`src/hdl/esp_pkg.sv`:
```
// Package for the escape-stuffing packetizer.
// Holds the packet size, the action codes and the item structs of both channels.
// Used by escape_stuffing_packetizer_unit; depends on nothing.
package esp_pkg;

    // Largest packet in bytes (legal range 2 to 63).
    localparam int PACKET_BYTES = 32;

    // Width of the fill counter and of the reported length.
    localparam int LEN_W = 6;

    // Action codes of an input item.
    localparam logic ACT_DATA = 1'b0;
    localparam logic ACT_END  = 1'b1;

    typedef struct packed {
        logic       action;
        logic [7:0] in_byte;
    } in_item_t;

    typedef struct packed {
        logic [7:0]       out_byte;
        logic             byte_present;
        logic             packet_end;
        logic [LEN_W-1:0] packet_length;
        logic             run_last;
    } out_item_t;

endpackage

```
`src/hdl/escape_stuffing_packetizer_unit.sv`:
```
// Top level of the escape-stuffing packetizer.
// Depends on esp_pkg for the packet size, action codes and item structs.
//
// Usage: message bytes and end-of-message items enter on the in_ channel
// (valid/ready). Result items leave on the out_ channel (valid/ready), one
// per cycle: a plain byte gives one result, a byte equal to the escape
// character gives two (the doubled pair) or three (a close marker first when
// the pair does not fit in the open packet), and end of message gives one.
// The escape character is written through cfg_we/cfg_data while idle.
// An item's first result passes the work register and then the output
// register before it is valid on out_. The single output register sets a
// throughput of one result item per cycle, so a plain byte or end of message
// is accepted every cycle and an escaped byte holds off the next item until
// its last result moves on. An accepted item sits in a work register while
// its results are produced; when the receiver stalls, the output register
// holds its result and the work register holds the item, and in_ready drops
// until the last result of the held item moves on. Reset empties both
// registers, clears the fill count and sets the escape character to zero.
module escape_stuffing_packetizer_unit (
    input  logic              clk,
    input  logic              rst_n,
    input  logic              in_valid,
    output logic              in_ready,
    input  esp_pkg::in_item_t in_data,
    output logic              out_valid,
    input  logic              out_ready,
    output esp_pkg::out_item_t out_data,
    input  logic              cfg_we,
    input  logic [7:0]        cfg_data
);

    localparam int CNT_W = esp_pkg::LEN_W + 1;
    localparam logic [CNT_W-1:0] PKT_LIMIT = CNT_W'(esp_pkg::PACKET_BYTES);

    logic [7:0]                escape_reg;
    logic [esp_pkg::LEN_W-1:0] fill_reg, fill_next;
    logic                      work_valid_reg;
    esp_pkg::in_item_t         work_item_reg;
    logic                      pair_second_reg, pair_second_next;
    logic                      out_valid_reg;
    esp_pkg::out_item_t        out_data_reg, res;

    logic             advance;
    logic             in_fire;
    logic             is_escape;
    logic [CNT_W-1:0] fill_plus1;
    logic [CNT_W-1:0] fill_plus2;

    assign advance    = work_valid_reg && (!out_valid_reg || out_ready);
    assign in_ready   = !work_valid_reg || (advance && res.run_last);
    assign in_fire    = in_valid && in_ready;
    assign is_escape  = (work_item_reg.in_byte == escape_reg);
    assign fill_plus1 = {1'b0, fill_reg} + CNT_W'(1);
    assign fill_plus2 = {1'b0, fill_reg} + CNT_W'(2);

    // One result of the held item per step; the second byte of an escape
    // pair is produced in the step after the first.
    always_comb
    begin
        res              = '0;
        fill_next        = fill_reg;
        pair_second_next = 1'b0;
        if (work_item_reg.action == esp_pkg::ACT_END)
        begin
            res.out_byte      = escape_reg;
            res.byte_present  = 1'b1;
            res.packet_end    = 1'b1;
            res.packet_length = fill_plus1[esp_pkg::LEN_W-1:0];
            res.run_last      = 1'b1;
            fill_next         = '0;
        end
        else if (pair_second_reg)
        begin
            res.out_byte     = escape_reg;
            res.byte_present = 1'b1;
            res.run_last     = 1'b1;
            if (fill_plus1 >= PKT_LIMIT)
            begin
                res.packet_end    = 1'b1;
                res.packet_length = fill_plus1[esp_pkg::LEN_W-1:0];
                fill_next         = '0;
            end
            else
            begin
                fill_next = fill_plus1[esp_pkg::LEN_W-1:0];
            end
        end
        else if (is_escape)
        begin
            if (fill_plus2 > PKT_LIMIT)
            begin
                // Pair does not fit: close the packet with a marker and retry
                // the pair on an empty packet in the next step.
                res.packet_end    = 1'b1;
                res.packet_length = fill_reg;
                fill_next         = '0;
            end
            else
            begin
                res.out_byte     = work_item_reg.in_byte;
                res.byte_present = 1'b1;
                fill_next        = fill_plus1[esp_pkg::LEN_W-1:0];
                pair_second_next = 1'b1;
            end
        end
        else
        begin
            res.out_byte     = work_item_reg.in_byte;
            res.byte_present = 1'b1;
            res.run_last     = 1'b1;
            if (fill_plus1 >= PKT_LIMIT)
            begin
                res.packet_end    = 1'b1;
                res.packet_length = fill_plus1[esp_pkg::LEN_W-1:0];
                fill_next         = '0;
            end
            else
            begin
                fill_next = fill_plus1[esp_pkg::LEN_W-1:0];
            end
        end
    end

    always_ff @(posedge clk or negedge rst_n)
    begin
        if (!rst_n)
        begin
            escape_reg      <= '0;
            fill_reg        <= '0;
            work_valid_reg  <= 1'b0;
            pair_second_reg <= 1'b0;
            out_valid_reg   <= 1'b0;
        end
        else
        begin
            if (cfg_we)
            begin
                escape_reg <= cfg_data;
            end
            if (advance)
            begin
                fill_reg        <= fill_next;
                pair_second_reg <= pair_second_next;
            end
            if (in_fire)
            begin
                work_valid_reg <= 1'b1;
            end
            else if (advance && res.run_last)
            begin
                work_valid_reg <= 1'b0;
            end
            if (advance)
            begin
                out_valid_reg <= 1'b1;
            end
            else if (out_ready)
            begin
                out_valid_reg <= 1'b0;
            end
        end
    end

    always_ff @(posedge clk)
    begin
        if (in_fire)
        begin
            work_item_reg <= in_data;
        end
        if (advance)
        begin
            out_data_reg <= res;
        end
    end

    assign out_valid = out_valid_reg;
    assign out_data  = out_data_reg;

    // The open packet never holds a full packet's worth of bytes.
    assert property (@(posedge clk) disable iff (!rst_n)
        {1'b0, fill_reg} < PKT_LIMIT)
    else $error("fill count reached the packet size");

    // A close marker always closes a packet and is never an item's last result.
    assert property (@(posedge clk) disable iff (!rst_n)
        out_valid_reg && !out_data_reg.byte_present
        |-> out_data_reg.packet_end && !out_data_reg.run_last)
    else $error("malformed close marker");

    // Length is reported only on a closing result.
    assert property (@(posedge clk) disable iff (!rst_n)
        out_valid_reg && !out_data_reg.packet_end |-> out_data_reg.packet_length == '0)
    else $error("length on a non-closing result");

    // The second byte of a pair only ever follows a held item.
    assert property (@(posedge clk) disable iff (!rst_n)
        pair_second_reg |-> work_valid_reg)
    else $error("pair pending without a held item");

    // A new item is never taken while the held one still owes results.
    assert property (@(posedge clk) disable iff (!rst_n)
        in_fire && work_valid_reg |-> advance && res.run_last)
    else $error("item accepted over an unfinished one");

endmodule
```
`config.mk`:
```
export PLATFORM = sky130hd
export DESIGN_NAME = escape_stuffing_packetizer_unit
export DESIGN_NICKNAME = d
export VERILOG_FILES = /design/src/hdl/esp_pkg.sv /design/src/hdl/escape_stuffing_packetizer_unit.sv
export SDC_FILE = /design/constraint.sdc
export NUM_CORES = 1
export LEC_CHECK = 0
export BUFFER_PORTS_ARGS = -buffer_cell sky130_fd_sc_hd__buf_2
export CORE_MARGIN = 5
export CORE_UTILIZATION = 53
export DETAILED_ROUTE_END_ITERATION = 7
export GPL_TIMING_DRIVEN = 1
export PLACE_DENSITY = 0.78
export SYNTH_ARGS = -nofsm -noshare
export SYNTH_HDL_FRONTEND = slang
export SYNTH_SLANG_ARGS = --single-unit
```
`constraint.sdc`:
```
create_clock -name clk -period 3.1 [get_ports clk]
set_input_delay 0.62 -clock clk [delete_from_list [all_inputs] [get_ports clk]]
set_output_delay 0.62 -clock clk [all_outputs]
set_load 0.01 [all_outputs]
```
Yosys cells after proc, flatten, opt, wreduce, memory -nomap -nowiden:

Cells that the tools add are included.

* add/sub/neg operators: 2
* $mul: 0
* div/mod/pow operators: 0
* magnitude comparators: 2
* eq/ne operators: 1
* shift-type cells: 0
* muxes and demuxes: 20
* bitwise logic cells: 1
* reduce and logical (&&, ||, !) cells: 10

Operator list (count)
* $mux 17: 2
* $mux 6: 5
* $mux 16: 1
* $mux 7: 2
* $mux 1: 9
* $mux 9: 1
* $eq 8x8->1: 1
* $add 6x1->7 const B: 1
* $add 6x2->7 const B: 1
* $ge 7x6->1 const B: 1
* $gt 7x6->1 const B: 1
* $reduce_bool 2->1: 2
* $logic_and 1x1->1: 3
* $reduce_or 3->1: 1
* $logic_not 1->1: 2
* $logic_or 1x1->1: 2
* $not 1->1: 1

* register bits: 43
* bits in latches: 0
* bits in writable memories: 0
* bits in read-only memories: 0
* bits of input ports: 22
* output and inout port bits: 19
* logic and storage cells: 48
* memories: 0

Depth between registers and ports, before layout:

* depth after elaboration: 10
* gate-level depth with buffers: 10
* gate-level depth less buffers: 9

Worst setup path after synthesis:

Ideal clock, no wire load.

* path kind: register to register
* start point: register fill_reg[1] (netlist bit)
* end point: register fill_reg[5] (netlist bit)
* data arrival time: 2124 ps
* data required time: 3007 ps
* path slack: 883 ps
* stages on the path, launching flop included: 7
* path buffers: 0
* clock period less this slack: 2217 ps
* cells stage by stage: dfrtp_1 -> ha_1 -> or3b_4 -> a221oi_4 -> nor3_2 -> or3_4 -> o31ai_2

* cells in the longest elaborated chain, start to end: 6
* elaborated cells between the ends (all ways): 9
* those cells by class: 2 x add/sub; 2 x order compare; 5 x mux

Ends and longest elaborated chain
* start: declaration: line escape_stuffing_packetizer_unit.sv:36 `logic [esp_pkg::LEN_W-1:0] fill_reg, fill_next;`
* start signal: assignment: line escape_stuffing_packetizer_unit.sv:142 `fill_reg <= fill_next;`
* $add 6x1->7 or $add 6x2->7 (tied branches): line escape_stuffing_packetizer_unit.sv:53, escape_stuffing_packetizer_unit.sv:54
* $ge 7x6->1 or $gt 7x6->1 (tied branches): line escape_stuffing_packetizer_unit.sv:77, escape_stuffing_packetizer_unit.sv:111, escape_stuffing_packetizer_unit.sv:90
* $mux 6, on equally long branches: line escape_stuffing_packetizer_unit.sv:77, escape_stuffing_packetizer_unit.sv:111, escape_stuffing_packetizer_unit.sv:90
* $mux 6: line escape_stuffing_packetizer_unit.sv:88 `else if (is_escape)`
* $mux 6 *: line escape_stuffing_packetizer_unit.sv:72 `else if (pair_second_reg)`
* $mux 6 *: line escape_stuffing_packetizer_unit.sv:63 `if (work_item_reg.action == esp_pkg::ACT_END)`

Mark *: on every way between the ends. The rest lies on a longest branch, timed or not.
A chain may end at the register's enable or synchronous reset.

==> results by group <==
Synth
  • Combinational family with the most area after synthesis: compound AO/OA/AOI/OAI gates
  • Cells after Synth: 150
  • Synth area leader: edfxtp_1
  • Main synth FF type: edfxtp_1
  • Most numerous cell in the Yosys netlist: edfxtp_1
  • Top-area cell type share of the netlist area: 38.33%
  • Synthesis Warnings: 0
  • Simple-Gate Fraction of Synth Area: between 10% and 20%
  • Syn avg cell area: between 10 and 15 um2
  • Mux share of post-synthesis cell area: ~4.9%
  • Top cells by count, synth: edfxtp_1, dfrtp_1, nand2_1
  • Async SR Flop Fraction: 39.53%
  • Syn Nets: roughly 180
  • Synthesized area: just over 2000 um2
  • XOR/XNOR Fraction of Synth Area: 3.440%
  • Post-Synth Adder-Cell Area: 1.843%
  • EDFF count, synth: 26
  • Sequential element share of the synthesized area: approximately three fifths
  • Top cells by area, synth: edfxtp_1, dfrtp_1, mux2_2
  • Synth Area in Compound Gates: around 15%
  • FF+latch count, synth: between 40 and 50
  • Distinct cell type count of the synthesized netlist: 45

CTS
  • Sink Count: 43
  • CTS tree: done
  • Worst skew pair latency: roughly 0.31 ns
  • Root buffer cell: clkbuf_8
  • Clk buf depth: 2
  • CTS Buf Count: 5
  • Clock slew at reported path FFs: about 0.080 ns
  • Post-CTS Setup Bufs: 0
  • H-Tree Depth: 2
  • Cts hold-fix bufs: 0
  • Post-CTS sizing: 0

Global routing
  • Initial antenna violation count: 0
  • Largest net degree at the start of global routing: 20
  • Total GRT Usage: approximately 17%
  • Vias in the first global route: 1429
  • Grt ovf: 0
  • First-pass GRT wire length: about 6700 um

Setup path
  • Arrival time at the worst endpoint: 2.00 ns
  • CP Capture Type: output pin
  • Reg-to-reg endpoint: fill_reg[2]$_DFFE_PN0P_
  • Reg-to-reg startpoint: fill_reg[1]$_DFFE_PN0P_
  • Reg2Reg Setup Slack: roughly 0.67 ns
  • CP Class: flip-flop to output pin
  • Req. time, crit path: between 2 and 2.5 ns
  • FF-to-FF path depth: 8
  • Critical path peak fanout: 7
  • CP startpoint kind: flip-flop

Layout
  • Share of cells above drive strength 1: between 30 and 40%
  • Final design utilization: 65.13%
  • Fin nets: around 220
  • Synth-to-Final Area Change: 17.94%
  • ANT cells: 0
  • Max reg flops: 17

STA
  • Period utilisation layout: 84.56%
  • Clock skew: 0.01122 ns
  • Setup slack after layout: around 0.48 ns
  • Max Slew Vio Count: 0
  • Max_slew headroom: between 40% and 50%
  • Fin. Hold Viols: 0
  • TNS Setup: 0 ns
  • RSZ-0062 raised after global routing: false
  • Fmax: between 300 and 400 MHz
  • Crit path time final: ~2.6 ns
  • Worst Max-Slew Pin Slew: around 0.76 ns
  • Setup-failing EPs final: 0

Routing
  • Post-DR wirelength/cell: between 15 and 20 um
  • Via count: 1347
  • DRC viols: 0
  • Routed WL: a little over 4000 um
  • Drt first pass iters: 4
  • Number of DRC markers in iteration 0: between 70 and 80
  • Antenna-violating nets left: 0
  • Vias per cell: roughly 5.6

Die
  • Initial Utilization: between 50% and 60%
  • Core Area: roughly 3700 um2
  • Total Die Area: around 5200 um2
  • FP Rows: 22
  • Die Span X: between 70 and 80 um
  • I/O Pins: 41
  • Die height: approximately 72 um

Power
  • Tot Pwr: 1.420 mW
  • PD cells: 591.2 nW/um2
  • Lkg Pwr: 0.9692 nW
  • Maximum vdd drop: roughly 0.00037 V

Placement
  • Routability cong.: roughly 0.9
  • Place WS: 0.7221 ns
  • HPWL after DPL: 2854 um
  • Port buffer count: 40

Job
  • Max_cap viols: 0

Run status
  • Status: finished, final reports clean

Hold path
  • Hold/Removal Path Class: primary input to async pin
==> area by class of cell <==
class | count | area, um2
timing repair buffer | 40 | 200.2
clock buffer | 6 | 72.57
inverter | 8 | 30.03
fill | 305 | 1286
tap | 48 | 60.06
multi-input combinational | 94 | 773.2
sequential | 43 | 1206
clock inverter | 2 | 60.06
==> where the power goes <==
group / switching (mW) / leakage, nW / internal [mW] / total [mW]
registers: 0.0437 / 0.457 / 0.665 / 0.709
logic: 0.110 / 0.447 / 0.0869 / 0.197
clock network: 0.192 / 0.0654 / 0.322 / 0.514
==> critical path, cell delays in order, from the launching register on <==
cell and delay, ns:
edfxtp_1 0.41, xor2_1 0.20, nor4_4 0.42, nand3_1 0.30, nand2_1 0.13, nand2_1 0.09, buf_2 0.15
==> kinds of logic after synthesis <==
group / count (synthesis)
AND/OR/NAND/NOR: 38
adder cells (fa/ha/maj): 3
multiplexers: 9
XOR/XNOR: 8
AO/OA/AOI/OAI: 36
buffers and inverters: 13
flip-flops: 43
==> layout by cell type (no fill, tap or decap), types with 2 or more instances in the layout <==
cell / instances
o21ai_1: 9
a21oi_1: 3
buf_2: 40
nand3_1: 3
edfxtp_1: 26
nand2b_1: 3
nand2_1: 14
dfrtp_1: 17
bufinv_16: 2
clkbuf_8: 5
nor2_1: 3
xor2_1: 8
mux2_2: 8
o22ai_1: 3
a22o_1: 9
o31ai_1: 2
ha_1: 3
nor4_4: 2
inv_1: 7
==> metrics by stage <==
stage	cell area (um2)	std cells	hold slack (ns)
CTS	2402	241	0.2522
global placement	2270	233	0.4742
floorplan	2037	150	0.3244
finish	2402	241	0.2360
global route	2402	241	0.2543
detailed placement	2270	233	0.4807
==> how the worst max path moves through the flow <==
stage,startpoint,endpoint,slack (ns),cells after the start
finish,work_item_reg[4]$_DFFE_PP_,in_ready,0.48,6
floorplan,fill_reg[1]$_DFFE_PN0P_,fill_reg[5]$_DFFE_PN0P_,0.88,6
CTS,work_item_reg[4]$_DFFE_PP_,in_ready,0.46,6
detailed placement,work_item_reg[5]$_DFFE_PP_,out_data[4]$_DFFE_PP_,0.72,6
global placement,fill_reg[2]$_DFFE_PN0P_,fill_reg[2]$_DFFE_PN0P_,0.81,8
global route,work_item_reg[4]$_DFFE_PP_,in_ready,0.34,6
==> layer usage <==
layer	track usage, %	wire length, um	share of wire [%]
met1	19.87	1601	39
met3	4.571	280	6.9
met5	0	0	0
met4	7.098	61	1.5
met2	29.80	2114	52
No activity file was read; power rests on OpenSTA's default activity.
